===== config.mk =====
export PLATFORM = sky130hd
export DESIGN_NAME = rpn_stack_calculator
export DESIGN_NICKNAME = d
export VERILOG_FILES = /design/src/rtl/rpn_pkg.sv /design/src/rtl/rpn_front.sv /design/src/rtl/rpn_divider.sv /design/src/rtl/rpn_back.sv /design/src/rtl/rpn_stack_calculator.sv
export SDC_FILE = /design/constraint.sdc
export NUM_CORES = 1
export LEC_CHECK = 0
export BUFFER_PORTS_ARGS = -buffer_cell sky130_fd_sc_hd__buf_4
export CAP_MARGIN = 10
export CORE_MARGIN = 3
export CORE_UTILIZATION = 39
export CTS_CLUSTER_SIZE = 30
export DETAILED_ROUTE_END_ITERATION = 8
export PLACE_DENSITY = 0.58
export SLEW_MARGIN = 20
export SYNTH_ARGS = -nofsm -noshare
export SYNTH_HDL_FRONTEND = slang
export SYNTH_SLANG_ARGS = --single-unit

===== constraint.sdc =====
create_clock -name clk -period 5.19 [get_ports clk]
set_input_delay 1.038 -clock clk [delete_from_list [all_inputs] [get_ports clk]]
set_output_delay 1.038 -clock clk [all_outputs]
set_load 0.005 [all_outputs]

===== src/rtl/rpn_pkg.sv =====
// Package for the RPN stack calculator: shared types, character codes and result kinds.
// No dependencies.
package rpn_pkg;

	localparam int unsigned STACK_DEPTH_DEF = 8;
	localparam int unsigned DATA_WIDTH_DEF  = 12;

	localparam logic [7:0] CH_ZERO  = 8'h30;
	localparam logic [7:0] CH_NINE  = 8'h39;
	localparam logic [7:0] CH_MINUS = 8'h2d;
	localparam logic [7:0] CH_PLUS  = 8'h2b;
	localparam logic [7:0] CH_STAR  = 8'h2a;
	localparam logic [7:0] CH_SLASH = 8'h2f;
	localparam logic [7:0] CH_SPACE = 8'h20;
	localparam logic [7:0] CH_TAB   = 8'h09;
	localparam logic [7:0] CH_NUL   = 8'h00;
	localparam logic [7:0] CH_N     = 8'h6e;
	localparam logic [7:0] CH_P     = 8'h70;
	localparam logic [7:0] CH_D     = 8'h64;
	localparam logic [7:0] CH_C     = 8'h63;
	localparam logic [7:0] CH_Q     = 8'h71;

	typedef enum logic [1:0] {
		KIND_PRINT = 2'd0,
		KIND_ERROR = 2'd1,
		KIND_QUIT  = 2'd2
	} kind_t;

	// Operation handed from the front to the back.
	typedef enum logic [3:0] {
		OP_NONE, OP_PUSH, OP_ADD, OP_SUB, OP_MUL, OP_DIV,
		OP_NEG, OP_PRINT, OP_DUP, OP_CLEAR, OP_QUIT, OP_ERROR
	} op_t;

endpackage


===== src/rtl/rpn_front.sv =====
// Front end of the RPN calculator: tokenizes characters into up to two operations.
// Depends on rpn_pkg.
module rpn_front
	import rpn_pkg::*;
#(
	parameter int unsigned DATA_WIDTH = DATA_WIDTH_DEF
) (
	input  logic                  clk,
	input  logic                  arst_n,
	input  logic                  in_valid,
	output logic                  in_ready,
	input  logic [7:0]            in_char,
	output logic                  out_valid,
	input  logic                  out_ready,
	output op_t                   out_op0,
	output op_t                   out_op1,
	output logic [DATA_WIDTH-1:0] out_num
);

	logic [DATA_WIDTH-1:0] accum_q;
	logic                  in_num_q, neg_q, minus_q, halted_q;
	logic                  full_q;
	op_t                   op0_q, op1_q;
	logic [DATA_WIDTH-1:0] num_q;

	function automatic op_t classify(input logic [7:0] ch);
		op_t o;
		begin
			case (ch)
				CH_SPACE, CH_TAB, CH_NUL: o = OP_NONE;
				CH_PLUS:  o = OP_ADD;
				CH_STAR:  o = OP_MUL;
				CH_SLASH: o = OP_DIV;
				CH_N:     o = OP_NEG;
				CH_P:     o = OP_PRINT;
				CH_D:     o = OP_DUP;
				CH_C:     o = OP_CLEAR;
				CH_Q:     o = OP_QUIT;
				default:  o = OP_ERROR;
			endcase
			return o;
		end
	endfunction

	logic                  is_dig;
	logic [DATA_WIDTH-1:0] dig;
	logic [DATA_WIDTH-1:0] acc_next;
	logic                  take;

	assign is_dig   = (in_char >= CH_ZERO) && (in_char <= CH_NINE);
	assign dig      = DATA_WIDTH'(in_char - CH_ZERO);
	assign acc_next = DATA_WIDTH'({accum_q, 3'b000}) + DATA_WIDTH'({accum_q, 1'b0}) + dig;
	assign in_ready = !full_q || out_ready;
	assign take     = in_valid && in_ready;
	assign out_valid = full_q;
	assign out_op0  = op0_q;
	assign out_op1  = op1_q;
	assign out_num  = num_q;

	always_ff @(posedge clk or negedge arst_n) begin
		if (!arst_n) begin
			accum_q  <= '0;
			in_num_q <= 1'b0;
			neg_q    <= 1'b0;
			minus_q  <= 1'b0;
			halted_q <= 1'b0;
			full_q   <= 1'b0;
			op0_q    <= OP_NONE;
			op1_q    <= OP_NONE;
			num_q    <= '0;
		end else begin
			if (out_ready)
				full_q <= 1'b0;
			if (take && !halted_q) begin
				op0_q <= OP_NONE;
				op1_q <= OP_NONE;
				full_q <= 1'b0;
				if (minus_q && is_dig) begin
					minus_q <= 1'b0; in_num_q <= 1'b1; neg_q <= 1'b1; accum_q <= dig;
				end else if (in_num_q && is_dig) begin
					accum_q <= acc_next;
				end else if (is_dig) begin
					in_num_q <= 1'b1; neg_q <= 1'b0; accum_q <= dig;
				end else begin
					// Delayed push or subtract, then the character itself.
					if (minus_q || in_num_q) begin
						op0_q  <= minus_q ? OP_SUB : OP_PUSH;
						full_q <= 1'b1;
					end
					num_q    <= neg_q ? DATA_WIDTH'(-accum_q) : accum_q;
					minus_q  <= (in_char == CH_MINUS);
					in_num_q <= 1'b0;
					neg_q    <= 1'b0;
					accum_q  <= '0;
					if (in_char != CH_MINUS && classify(in_char) != OP_NONE) begin
						op1_q  <= classify(in_char);
						full_q <= 1'b1;
						if (classify(in_char) == OP_QUIT)
							halted_q <= 1'b1;
					end
				end
			end
		end
	end

endmodule


===== src/rtl/rpn_divider.sv =====
// Iterative signed divider, one quotient bit per cycle, truncating toward zero.
// Depends on rpn_pkg.
module rpn_divider
	import rpn_pkg::*;
#(
	parameter int unsigned DATA_WIDTH = DATA_WIDTH_DEF
) (
	input  logic                  clk,
	input  logic                  arst_n,
	input  logic                  start,
	input  logic [DATA_WIDTH-1:0] dividend,
	input  logic [DATA_WIDTH-1:0] divisor,
	output logic                  done,
	output logic [DATA_WIDTH-1:0] quotient
);

	localparam int unsigned CW = $clog2(DATA_WIDTH + 1);

	logic [DATA_WIDTH-1:0] rem_q, quo_q, dvs_q;
	logic [CW-1:0]         cnt_q;
	logic                  busy_q, neg_q, done_q;
	logic [DATA_WIDTH:0]   trial;
	logic [DATA_WIDTH:0]   shifted;

	assign shifted  = {rem_q, quo_q[DATA_WIDTH-1]};
	assign trial    = shifted - {1'b0, dvs_q};
	assign done     = done_q;
	assign quotient = neg_q ? DATA_WIDTH'(-quo_q) : quo_q;

	always_ff @(posedge clk or negedge arst_n) begin
		if (!arst_n) begin
			busy_q <= 1'b0;
			done_q <= 1'b0;
			cnt_q  <= '0;
			neg_q  <= 1'b0;
			rem_q  <= '0;
			quo_q  <= '0;
			dvs_q  <= '0;
		end else begin
			done_q <= 1'b0;
			if (start) begin
				busy_q <= 1'b1;
				cnt_q  <= CW'(DATA_WIDTH);
				neg_q  <= dividend[DATA_WIDTH-1] ^ divisor[DATA_WIDTH-1];
				rem_q  <= '0;
				quo_q  <= dividend[DATA_WIDTH-1] ? DATA_WIDTH'(-dividend) : dividend;
				dvs_q  <= divisor[DATA_WIDTH-1] ? DATA_WIDTH'(-divisor) : divisor;
			end else if (busy_q) begin
				if (!trial[DATA_WIDTH]) begin
					rem_q <= trial[DATA_WIDTH-1:0];
					quo_q <= {quo_q[DATA_WIDTH-2:0], 1'b1};
				end else begin
					rem_q <= shifted[DATA_WIDTH-1:0];
					quo_q <= {quo_q[DATA_WIDTH-2:0], 1'b0};
				end
				cnt_q <= cnt_q - 1'b1;
				if (cnt_q == CW'(1)) begin
					busy_q <= 1'b0;
					done_q <= 1'b1;
				end
			end
		end
	end

endmodule


===== src/rtl/rpn_back.sv =====
// Back end of the RPN calculator: executes operations on the stack and emits results.
// Depends on rpn_pkg and rpn_divider.
module rpn_back
	import rpn_pkg::*;
#(
	parameter int unsigned STACK_DEPTH = STACK_DEPTH_DEF,
	parameter int unsigned DATA_WIDTH  = DATA_WIDTH_DEF
) (
	input  logic                  clk,
	input  logic                  arst_n,
	input  logic                  in_valid,
	output logic                  in_ready,
	input  op_t                   in_op0,
	input  op_t                   in_op1,
	input  logic [DATA_WIDTH-1:0] in_num,
	output logic                  m_valid,
	input  logic                  m_ready,
	output logic [1:0]            m_kind,
	output logic [DATA_WIDTH-1:0] m_value,
	output logic                  m_last
);

	localparam int unsigned AW = (STACK_DEPTH > 1) ? $clog2(STACK_DEPTH) : 1;
	localparam int unsigned CW = $clog2(STACK_DEPTH + 1);

	typedef enum logic [2:0] {
		ST_IDLE, ST_EXEC, ST_BINOP, ST_DIVWAIT, ST_EMIT
	} state_t;

	state_t                state_q;
	logic [DATA_WIDTH-1:0] mem [STACK_DEPTH];
	logic [CW-1:0]         cnt_q;
	op_t                   op_q, op1_q;
	logic                  second_q;
	logic [DATA_WIDTH-1:0] num_q, a_q, b_q;
	logic [1:0]            nres_q;
	logic [1:0]            kind0_q, kind1_q;
	logic [DATA_WIDTH-1:0] val0_q, val1_q;
	logic                  ridx_q;
	logic                  div_start, div_done;
	logic [DATA_WIDTH-1:0] div_quo;
	logic [CW-1:0]         cnt_m1, cnt_m2;

	assign cnt_m1   = cnt_q - CW'(1);
	assign cnt_m2   = cnt_q - CW'(2);
	assign in_ready = (state_q == ST_IDLE);
	assign m_valid  = (state_q == ST_EMIT) && (nres_q != 2'd0);
	assign m_kind   = ridx_q ? kind1_q : kind0_q;
	assign m_value  = ridx_q ? val1_q : val0_q;
	assign m_last   = (nres_q == 2'd1) ? 1'b1 : ridx_q;
	assign div_start = (state_q == ST_BINOP) && (op_q == OP_DIV) && (b_q != '0);

	rpn_divider #(.DATA_WIDTH(DATA_WIDTH)) u_div (
		.clk(clk), .arst_n(arst_n), .start(div_start),
		.dividend(a_q), .divisor(b_q), .done(div_done), .quotient(div_quo)
	);

	always_ff @(posedge clk or negedge arst_n) begin
		if (!arst_n) begin
			state_q  <= ST_IDLE;
			cnt_q    <= '0;
			op_q     <= OP_NONE;
			op1_q    <= OP_NONE;
			second_q <= 1'b0;
			nres_q   <= '0;
			ridx_q   <= 1'b0;
			kind0_q  <= '0;
			kind1_q  <= '0;
			val0_q   <= '0;
			val1_q   <= '0;
		end else begin
			case (state_q)
				ST_IDLE: begin
					if (in_valid) begin
						op_q     <= in_op0;
						op1_q    <= in_op1;
						num_q    <= in_num;
						second_q <= 1'b0;
						nres_q   <= '0;
						ridx_q   <= 1'b0;
						state_q  <= ST_EXEC;
					end
				end
				ST_EXEC: begin
					state_q <= ST_EXEC;
					case (op_q)
						OP_PUSH: begin
							if (cnt_q < CW'(STACK_DEPTH)) begin
								mem[cnt_q[AW-1:0]] <= num_q;
								cnt_q <= cnt_q + CW'(1);
							end else begin
								if (nres_q == 2'd0) kind0_q <= KIND_ERROR; else kind1_q <= KIND_ERROR;
								if (nres_q == 2'd0) val0_q <= '0; else val1_q <= '0;
								nres_q <= nres_q + 2'd1;
							end
						end
						OP_ADD, OP_SUB, OP_MUL, OP_DIV: begin
							if (cnt_q >= CW'(2)) begin
								b_q   <= mem[cnt_m1[AW-1:0]];
								a_q   <= mem[cnt_m2[AW-1:0]];
								cnt_q <= cnt_m2;
							end else begin
								if (nres_q == 2'd0) kind0_q <= KIND_ERROR; else kind1_q <= KIND_ERROR;
								if (nres_q == 2'd0) val0_q <= '0; else val1_q <= '0;
								nres_q <= nres_q + 2'd1;
							end
						end
						OP_NEG: begin
							if (cnt_q != '0)
								mem[cnt_m1[AW-1:0]] <= DATA_WIDTH'(-mem[cnt_m1[AW-1:0]]);
							else begin
								if (nres_q == 2'd0) kind0_q <= KIND_ERROR; else kind1_q <= KIND_ERROR;
								if (nres_q == 2'd0) val0_q <= '0; else val1_q <= '0;
								nres_q <= nres_q + 2'd1;
							end
						end
						OP_PRINT: begin
							if (nres_q == 2'd0) kind0_q <= (cnt_q != '0) ? KIND_PRINT : KIND_ERROR;
							else kind1_q <= (cnt_q != '0) ? KIND_PRINT : KIND_ERROR;
							if (nres_q == 2'd0)
								val0_q <= (cnt_q != '0) ? mem[cnt_m1[AW-1:0]] : '0;
							else
								val1_q <= (cnt_q != '0) ? mem[cnt_m1[AW-1:0]] : '0;
							nres_q <= nres_q + 2'd1;
						end
						OP_DUP: begin
							if (cnt_q != '0 && cnt_q < CW'(STACK_DEPTH)) begin
								mem[cnt_q[AW-1:0]] <= mem[cnt_m1[AW-1:0]];
								cnt_q <= cnt_q + CW'(1);
							end else begin
								if (nres_q == 2'd0) kind0_q <= KIND_ERROR; else kind1_q <= KIND_ERROR;
								if (nres_q == 2'd0) val0_q <= '0; else val1_q <= '0;
								nres_q <= nres_q + 2'd1;
							end
						end
						OP_CLEAR: cnt_q <= '0;
						OP_QUIT, OP_ERROR: begin
							if (nres_q == 2'd0)
								kind0_q <= (op_q == OP_QUIT) ? KIND_QUIT : KIND_ERROR;
							else
								kind1_q <= (op_q == OP_QUIT) ? KIND_QUIT : KIND_ERROR;
							if (nres_q == 2'd0) val0_q <= '0; else val1_q <= '0;
							nres_q <= nres_q + 2'd1;
						end
						default: ;
					endcase
					// Binary operators with enough operands continue in the ALU state.
					if ((op_q == OP_ADD || op_q == OP_SUB || op_q == OP_MUL || op_q == OP_DIV)
						&& cnt_q >= CW'(2))
						state_q <= ST_BINOP;
					else if (!second_q) begin
						second_q <= 1'b1;
						op_q     <= op1_q;
					end else
						state_q <= ST_EMIT;
				end
				ST_BINOP: begin
					if (op_q == OP_DIV) begin
						if (b_q == '0) begin
							if (nres_q == 2'd0) kind0_q <= KIND_ERROR; else kind1_q <= KIND_ERROR;
							if (nres_q == 2'd0) val0_q <= '0; else val1_q <= '0;
							nres_q  <= nres_q + 2'd1;
							state_q <= second_q ? ST_EMIT : ST_EXEC;
							second_q <= 1'b1;
							op_q     <= op1_q;
						end else
							state_q <= ST_DIVWAIT;
					end else begin
						// Room is guaranteed after popping two.
						op_q  <= OP_PUSH;
						num_q <= (op_q == OP_ADD) ? a_q + b_q :
						         (op_q == OP_SUB) ? a_q - b_q : DATA_WIDTH'(a_q * b_q);
						state_q <= ST_EXEC;
					end
				end
				ST_DIVWAIT: begin
					if (div_done) begin
						op_q    <= OP_PUSH;
						num_q   <= div_quo;
						state_q <= ST_EXEC;
					end
				end
				ST_EMIT: begin
					if (nres_q == 2'd0)
						state_q <= ST_IDLE;
					else if (m_ready) begin
						if (m_last)
							state_q <= ST_IDLE;
						else
							ridx_q <= 1'b1;
					end
				end
				default: state_q <= ST_IDLE;
			endcase
		end
	end

`ifndef SYNTHESIS
	a_cnt_bound: assert property (@(posedge clk) disable iff (!arst_n)
		cnt_q <= CW'(STACK_DEPTH)) else $error("stack count out of range");
	a_div_done: assert property (@(posedge clk) disable iff (!arst_n)
		div_done |-> state_q == ST_DIVWAIT) else $error("divider done while not waiting");
	a_emit_count: assert property (@(posedge clk) disable iff (!arst_n)
		m_valid |-> nres_q <= 2'd2) else $error("too many results");
`endif

endmodule


===== src/rtl/rpn_stack_calculator.sv =====
// RPN stack calculator top level: tokenizer front, one-entry queue, stack back end.
// A character's results appear once the back end has executed its operations;
// division sets the worst case through the bit-serial divider (one bit per cycle).
// Digits enter one per cycle; a character that hands operations over holds the back end
// until its results are taken, and a full queue that the back end has not taken stalls input.
// Reset (arst_n low) empties the stack and queue and clears the halt flag at once.
module rpn_stack_calculator
	import rpn_pkg::*;
#(
	parameter int unsigned STACK_DEPTH = STACK_DEPTH_DEF,
	parameter int unsigned DATA_WIDTH  = DATA_WIDTH_DEF
) (
	input  logic                  clk,
	input  logic                  arst_n,
	input  logic                  s_tvalid,
	output logic                  s_tready,
	input  logic [7:0]            s_tdata,  // [7:0] char_code
	output logic                  m_tvalid,
	input  logic                  m_tready,
	output logic [((DATA_WIDTH+7)/8)*8-1:0] m_tdata, // [DATA_WIDTH-1:0] value
	output logic [1:0]            m_tuser,  // [1:0] kind
	output logic                  m_tlast
);

	localparam int unsigned TDW = ((DATA_WIDTH + 7) / 8) * 8;

	logic                  q_valid, q_ready;
	op_t                   q_op0, q_op1;
	logic [DATA_WIDTH-1:0] q_num;
	logic [DATA_WIDTH-1:0] value;

	// Front classifies the transaction; its output register is the queue.
	rpn_front #(.DATA_WIDTH(DATA_WIDTH)) u_front (
		.clk(clk), .arst_n(arst_n),
		.in_valid(s_tvalid), .in_ready(s_tready), .in_char(s_tdata),
		.out_valid(q_valid), .out_ready(q_ready),
		.out_op0(q_op0), .out_op1(q_op1), .out_num(q_num)
	);

	rpn_back #(.STACK_DEPTH(STACK_DEPTH), .DATA_WIDTH(DATA_WIDTH)) u_back (
		.clk(clk), .arst_n(arst_n),
		.in_valid(q_valid), .in_ready(q_ready),
		.in_op0(q_op0), .in_op1(q_op1), .in_num(q_num),
		.m_valid(m_tvalid), .m_ready(m_tready),
		.m_kind(m_tuser), .m_value(value), .m_last(m_tlast)
	);

	// Zero-fill the value up to whole bytes.
	assign m_tdata = TDW'(value);

endmodule


Word-level counts from Yosys, hierarchy flattened. Memory sizes are Yosys's and may differ from the RTL's. A register that Yosys moved wholly into a read port is not among the register bits. Index checks and enable logic that the tools add are counted. Widths: inputs -> output; s select.

Memories kept: 1. Output and inout port bits: 21. Logic and storage cells: 337. Input port bits: 12. Register bits: 151. Memory bits (writable): 96.

Equality and inequality tests: 58. Bitwise gates (word level): 5. Add/subtract/negate cells: 16. $mul: 1. Reductions and logical operators: 59. Multiplexer cells: 164. Order comparisons: 4.

Memories: u_back.mem (depth 8, bits a word 12, rd ports 2, clocked after Yosys merged registers in 1, wr ports 1, line rpn_back.sv:31) `logic [DATA_WIDTH-1:0] mem [STACK_DEPTH];`.

Operator list (number): $mux 12 (37); $pmux 12 s6 (2); $mux 4 (28); $neg 12->12 (5); $mux 2 (28); $pmux 12 s2 (2); $mux 1 (44); $eq 8x6->1 const B (5); $eq 8x7->1 const B (5); $add 12x12->12 (3); $pmux 12 s3 (1); $pmux 4 s9 (1); $pmux 4 s4 (2); $mux 3 (10); $ne 3x3->1 const B (9); $reduce_and 9->1 (3); $pmux 2 s6 (2); $ne 2x2->1 const B (11); $eq 4x4->1 const B (5); $reduce_and 10->1 (2); $reduce_and 5->1 (4); $eq 4x3->1 const B (4); $reduce_bool 4->1 (4); $pmux 3 s5 (1); 51 further kinds (89).

Logic depth before layout (Yosys ltp). Gate-level depths: netlist of run 1.

Depth after elaboration: 16. Gate-level depth with buffers: 19. Gate-level depth less buffers: 19.

Modules after synthesis. A second synthesis of run 1 with hierarchy kept.

Cells, all modules: 1716. Area total of the unflattened synthesis: 17625.7 µm².

By module, submodules not included: rpn_back (cells an instance 1067, times used 1, area an instance 11870.1 µm², seq. area each 5139.9 µm²); rpn_divider (cells an instance 363, times used 1, area an instance 3146.8 µm², seq. area each 1076.0 µm²); rpn_front (cells an instance 281, times used 1, area an instance 2575.0 µm², seq. area each 875.8 µm²); rpn_stack_calculator (cells an instance 5, times used 1, area an instance 33.8 µm², seq. area each 0.0 µm²).

Worst setup path after synthesis of run 1. No wires, ideal clock.

Path type: reg-to-reg. Start: reg u_back.a_q[2], read port of u_back.mem. End: reg u_back.num_q[11], data pin. Arrival time: 4.681 ns. Period minus slack after synthesis: 4.869 ns. Setup slack: 0.321 ns. Cell stages (with the launch flop): 18. Data required time: 5.002 ns. Setup time: 0.188 ns. Cells stage by stage: edfxtp_1 > clkbuf_1 > nand2_1 > fa_1 > fa_1 > inv_1 > fa_1 > fa_1 > inv_1 > fa_1 > xnor2_1 > xnor2_1 > xnor2_1 > xnor3_1 > xnor2_1 > xnor2_1 > nor2_1 > o41ai_1.

Cells in the longest elaborated chain, start to end: 5.

RTL lines: from (decl) (line rpn_back.sv:35) `logic [DATA_WIDTH-1:0] num_q, a_q, b_q;`; $mul 12x12->12 / $sub 12x12->12 (equally long branches) (line rpn_back.sv:172) `(op_q == OP_SUB) ? a_q - b_q : DATA_WIDTH'(a_q * b_q);`; $mux 12 (line rpn_back.sv:172); $mux 12 (*) (line rpn_back.sv:171) `num_q <= (op_q == OP_ADD) ? a_q + b_q :`; $mux 12 (*) (line rpn_back.sv:158) `if (op_q == OP_DIV) begin`; $pmux 12 s3 (*) (line rpn_back.sv:72) `case (state_q)`; to (signal assigned) (line rpn_back.sv:77) `num_q <= in_num;`; to (signal assigned) (line rpn_back.sv:171); to (signal assigned) (line rpn_back.sv:179) `num_q <= div_quo;`; to (decl) (line rpn_back.sv:35).

Every way passes the cells marked *; elsewhere a longest branch is shown, timed or not. The select of a mux whose other input is x is not followed. A chain may end at the register's enable or synchronous reset.

Worst setup path after layout of run 1.
Start: reg u_back.b_q[3], read port of u_back.mem. End: reg u_back.num_q[11], data pin.

Cells in the longest elaborated chain, start to end: 5.

RTL lines (line): from (decl) (rpn_back.sv:35); $mul 12x12->12 / $sub 12x12->12 (equally long branches) (rpn_back.sv:172); $mux 12 (rpn_back.sv:172); $mux 12 (*) (rpn_back.sv:171); $mux 12 (*) (rpn_back.sv:158); $pmux 12 s3 (*) (rpn_back.sv:72).

Marks and branches as above.

==> results.cfg, run 1 <==
[floorplanning]
start_util = 0.395
core_mm2 = 0.0443
fp.dieH_um = 218
io_pins = 33
die_w_um = 218
fp-row-count = 77
dieArea_mm2 = 0.0475

[placement]
gp_congestion = 0.905
dp_cells = 2330
placed_area_mm2 = 0.0185
io_buffer_count = 28
hpwl_um = 32700

[timing]
holdWs_ns = 0.480
slew_headroom = 0.277
rsz0062_at_grt = false
finalCritPeriodShare = 0.947
worst_slew_pin_slew_ns = 1.07
timing.final.max_slew_violations = 0
fin_setup_tns_ns = 0
finClkSkew_ns = 0.0217
timing.fmax_ghz = 0.204
finalHoldViolations = 0
period_minus_slack_ns = 4.91
setup_viol = 0

[setup_path]
path_depth = 16
crit_family = adder cells
cp-endpoint = u_back.num_q[11]
end_kind = flip-flop
slowest_delay_ns = 0.55
reg2reg_depth = 16
cp_common_cell = fa_1
r2r_setup_slack_ns = 0.28
r2r-start = u_back.b_q[3]
crit_buf_inv = 3
crit_path_max_fanout = 6
start_kind = flip-flop
worstSetupPathType = flip-flop to flip-flop
r2r_end = u_back.num_q[11]
crit_start = u_back.b_q[3]
cp.required_ns = 5.57
cp_data_arrival_time_ns = 5.29
path_cells = ha_1 -> fa_1 -> ha_1 -> fa_1 -> inv_1 -> fa_1 -> fa_1 -> inv_1 -> ha_1 -> o21ai_0 -> a21oi_1 -> o41ai_1 -> buf_4 -> xnor2_1 -> nor2_1 -> o41ai_1
crit_slowest_cell = fa_1

[synthesis]
syn-cell-area_mm2 = 0.0175
synthTopCellsByArea = edfxtp_1 23%, dfrtp_1 18%, ha_1 6.5%, mux4_2 6.2%, fa_1 5.8%
ys_types = 74
synthAdderAreaFrac = 0.123
ys_ff_latch = 257
synthMostInstantiatedCell = nand2_1
synthXorXnorAreaFrac = 0.0528
yosys_most_used_dff = edfxtp_1
synth-simple-area-share = 0.132
netlist_instances = 1751
synth_compound_area_frac = 0.124
async_flop_share = 0.486
synth_edf_count = 132
ys_seq_area_frac = 0.405
yosysWarnings = 0
synthMuxAreaShare = 0.106
yosys-top-cells-count = 221 x nand2_1, 157 x inv_1, 138 x o21ai_0
yosysTopAreaCell = edfxtp_1
synth_top_family_by_area = simple AND/OR/NAND/NOR gates
syn_avg_cell_area_um2 = 10.0
yosys.area.top_type_share = 0.226

[clock_tree]
cts.repair.resized = 0
clock-root-buffer = clkbuf_16
cts_setup_buffers = 0
numCtsBuffers = 29
clkSinkCount = 257
h-tree-depth = 1
ctsHoldBuffers = 0
clk_pin_slew_ns = 0.06
cts_buffer_depth = 3
clock_latency_ns = 0.58
cts_tree = done

[drt]
drt-initial-drc-count = 971
dr_wl_met2_um = 20800
drc = 0
top_layer = met4
drt-met1-wl_um = 20300
antenna_left = 0
vias = 13044
first_pass_iters = 5
routed_wl_um = 44600
wl_met3_um = 2420
viasPerCell = 5.47
drt-wirelength-per-cell_um = 18.7

[finish]
antennaDiodeCount = 0
syn2layout_area_growth_pct = 11.1
final_area_mm2 = 0.0195
fin_cells = 2384
layout-drive-gt1-share = 0.127
fillerInstances = 4242
nets = 1923

[global_routing]
grt.total_usage = 0.188
grt_max_degree = 70
grt_pass1_wl_um = 71200
antenna_found_initial = 0
grt_pass1_vias = 12732
grt_overflow = 0

[power_and_ir_drop]
power_uw = 9980
p_leak_uw = 0.00804
ir_drop_mv = 0.327
powerDensity_mw_per_mm2 = 513

[flow_run]
maxCapViolCount = 0

[min_path]
min_path_cells = 2
hp-class = flip-flop to flip-flop

[outcome]
status = completed
-- per-layer routing --
layer / track usage / vias to the layer above
met2: 0.306 / 365
met3: 0.0248 / 67
li1: - / 6156
met4: 0.0463 / 0
met5: 0 / -
met1: 0.267 / 6456
-- state kept, by name, summed over array words and instances, names as in the netlist, 2 cells and up --
signal	count
u_back.mem	96
u_front.out_op1	4
u_back.u_div.rem_q	12
u_back.kind0_q	2
u_back.a_q	12
u_back.state_q	3
u_back.u_div.cnt_q	4
u_back.op1_q	4
u_back.u_div.quo_q	12
u_front.out_num	12
u_back.nres_q	2
u_back.b_q	12
u_back.kind1_q	2
u_back.cnt_q	4
u_front.accum_q	12
u_front.out_op0	2
u_back.u_div.dvs_q	12
u_back.op_q	4
u_back.val0_q	12
u_back.val1_q	12
u_back.num_q	12
-- logic make-up (layout without fill, tap and decap cells) --
logic type,count (synthesis),count (layout)
multiplexers,120,120
AO/OA/AOI/OAI,361,361
other,1,4
flip-flops,257,257
adder cells (fa/ha/maj),142,142
buffers and inverters,256,294
AND/OR/NAND/NOR,510,510
XOR/XNOR,104,104
-- placed cells by master (no fill, tap or decap), types with 11 or more instances in the layout --
cell type    n
nand2b_1    17
clkbuf_16   29
o31ai_1     23
fa_1        51
nand2_1    221
ha_1        90
dfrtp_1    124
xnor2_1     69
nor2_1     124
inv_1      156
o21ai_0    138
mux4_2      48
a21oi_1     92
a31oi_1     15
mux2_2      36
nand3_1     25
nor3_1      40
edfxtp_1   132
buf_4       81
xor2_1      32
a22o_1      11
mux2i_1     35
nor2b_1     15
-- per-stage QoR --
| step | worst slack (ns) | util |
|---|---|---|
| after CTS | 0.115 | 0.439 |
| after global placement | 0.176 | 0.417 |
| after detailed placement | 0.100 | 0.417 |
| final | 0.277 | 0.439 |
| after floorplan | 0.321 | - |
| after global routing | 0.0672 | 0.439 |
-- tightest hold or removal path: stages, from the launching register on --
cell     delay [ns]
dfrtp_1        0.34
nand2_1        0.04
o21ai_0        0.06
-- layout make-up --
cell class / instances / area (um2) / share of cell area
Tap cell: 592 / 741 / 0.0381
Sequential cell: 257 / 7090 / 0.364
Clock buffer: 41 / 791 / 0.0406
Timing Repair Buffer: 82 / 619 / 0.0318
Multi-Input combinational cell: 1241 / 9460 / 0.486
Clock inverter: 13 / 161 / 0.00829
Inverter: 158 / 593 / 0.0305
-- power breakdown --
group / switching, uW / total [uW] / leakage (uW) / internal, uW
registers: 263 / 2800 / 0.00286 / 2530
clock network: 845 / 2060 / 0.000450 / 1210
logic: 3080 / 5120 / 0.00473 / 2040
total: 4190 / 9980 / 0.00804 / 5790
-- worst min path at each step --
stage	from	slack, ns	endpoint
floorplan	u_back.u_div.dvs_q[11]	0.44	u_back.u_div.dvs_q[11]
global placement	u_back.val1_q[3]	0.46	u_back.val1_q[3]
detailed placement	u_back.val1_q[6]	0.47	u_back.val1_q[6]
CTS	u_back.val1_q[4]	0.48	u_back.val1_q[4]
global route	u_back.val0_q[11]	0.51	u_back.val0_q[11]
finish	u_back.val1_q[4]	0.48	u_back.val1_q[4]
No activity file was read; power rests on OpenSTA's default activity.
==> inputs of run 2 (changes only) <==
- REMOVE_ABC_BUFFERS: default -> 1
==> results.cfg, run 2 (synthesis results as in run 1) <==
[floorplanning]
core_mm2 = 0.0443
fp-row-count = 77
start_util = 0.395
fp.dieH_um = 218
die_w_um = 218
io_pins = 33
dieArea_mm2 = 0.0475

[setup_path]
worstSetupPathType = flip-flop to flip-flop
reg2reg_depth = 17
r2r-start = u_back.a_q[3]
r2r_end = u_back.num_q[11]
cp_data_arrival_time_ns = 5.24
r2r_setup_slack_ns = 0.31
start_kind = flip-flop
crit_path_max_fanout = 12
end_kind = flip-flop
cp.required_ns = 5.55

[timing]
finClkSkew_ns = 0.0204
period_minus_slack_ns = 4.88
setup_slack_ns = 0.311
rsz0062_at_grt = false
worst_slew_pin_slew_ns = 1.11
slew_headroom = 0.253
finalHoldViolations = 0
setup_viol = 0
timing.fmax_ghz = 0.205
timing.final.max_slew_violations = 0
finalCritPeriodShare = 0.940

[power_and_ir_drop]
ir_drop_mv = 0.293
swShare = 0.422
clkPwrFrac = 0.201
pwr-share-comb = 0.520
p_switching_uw = 4250
powerDensity_mw_per_mm2 = 516
power.internal_uw = 5820
p_leak_uw = 0.00808
seqPwrFrac = 0.279

[global_routing]
grt_pass1_vias = 12691
grt_overflow = 0
grt_pass1_wl_um = 71200
antenna_found_initial = 0
grt_max_degree = 73
grt.total_usage = 0.189

[placement]
place_ws_ns = 0.112
gp_congestion = 0.908
io_buffer_count = 28
hpwl_um = 32900
dp_cells = 2331

[drt]
drc = 0
viasPerCell = 5.40
first_pass_iters = 6
vias = 12888
routed_wl_um = 44700
drt-initial-drc-count = 1021
wl_met3_um = 2010
drt-met1-wl_um = 20900
dr_wl_met2_um = 21100
antenna_left = 0
top_layer = met4
drt-wirelength-per-cell_um = 18.7

[finish]
nets = 1925
largest_reg_flops = 96
fillerInstances = 4293
layout-drive-gt1-share = 0.132
syn2layout_area_growth_pct = 11.3
antennaDiodeCount = 0
layout_common_cells = 221 x nand2_1, 157 x inv_1, 138 x o21ai_0
mostFrequentLayoutCell = nand2_1
fin_cells = 2387

[clock_tree]
numCtsBuffers = 30
clock-root-buffer = clkbuf_16
cts_buffer_depth = 3
h-tree-depth = 1
clock_latency_ns = 0.57
clkSinkCount = 257
clk_pin_slew_ns = 0.06
cts_tree = done

[outcome]
status = completed

[flow_run]
maxCapViolCount = 0

[min_path]
hp-class = primary input to async pin
==> run 2: per-layer routing <==
metal / GRT usage / up-vias
li1: - / 6173
met1: 0.272 / 6332
met2: 0.309 / 334
met3: 0.0205 / 49
met4: 0.0394 / 0
met5: 0 / -
==> run 2: timing repair <==
item                                    4_1_cts  5_1_grt
setup buffers                                 0        0
hold buffers                                  0        0
gates resized for setup                       0        3
endpoints found under the setup margin        0        1
==> run 2: area by class of cell <==
type	instances	area (um2)	share of cell area
timing repair buffer	83	627	0.0321
inverter	158	593	0.0304
multi-input combinational	1241	9480	0.486
clock inverter	11	70.1	0.00359
sequential	257	7090	0.364
clock buffer	45	898	0.0461
tap	592	741	0.0380
==> run 2: power groups by stage <==
stage	clock network [uW]	logic, uW	registers (uW)
2_1_floorplan	0	3400	2880
3_3_place_gp	0	5060	2840
3_5_place_dp	0	5110	2850
4_1_cts	2070	5150	2810
5_1_grt	2170	5700	2840
6_report	2030	5230	2810
==> run 2: per-stage QoR <==
step / hold WS [ns] / setup TNS [ns] / instance area [um2] / utilization / power [uW]
after global placement: 0.456 / 0 / 18500 / 0.417 / 7900
after global routing: 0.309 / 0 / 19500 / 0.440 / 10700
after detailed placement: 0.466 / 0 / 18500 / 0.417 / 7950
after floorplan: 0.443 / -1.85 / 17100 / - / 6290
final: 0.330 / 0 / 19500 / 0.440 / 10100
after CTS: 0.299 / 0 / 19500 / 0.439 / 10000
==> run 2: worst max path at each step <==
stage,endpoint,cells after the start,start
2_1_floorplan,u_back.mem[0][10],11,u_back.cnt_q[0]
3_3_place_gp,u_back.num_q[11],17,u_back.b_q[5]
3_5_place_dp,u_back.num_q[11],17,u_back.b_q[5]
4_1_cts,u_back.num_q[11],17,u_back.b_q[5]
5_1_grt,u_back.num_q[10],18,u_back.b_q[2]
6_report,u_back.num_q[11],17,u_back.a_q[3]
==> run 2: worst max-delay path: stages, from the launching register on <==
cell	delay [ns]
edfxtp_1	0.39
buf_4	0.21
ha_1	0.26
fa_1	0.49
ha_1	0.23
fa_1	0.54
inv_1	0.05
fa_1	0.46
fa_1	0.54
inv_1	0.04
ha_1	0.33
o21ai_0	0.18
a21oi_1	0.08
o41ai_1	0.26
buf_4	0.19
xnor2_2	0.14
nor2_1	0.08
o41ai_2	0.22
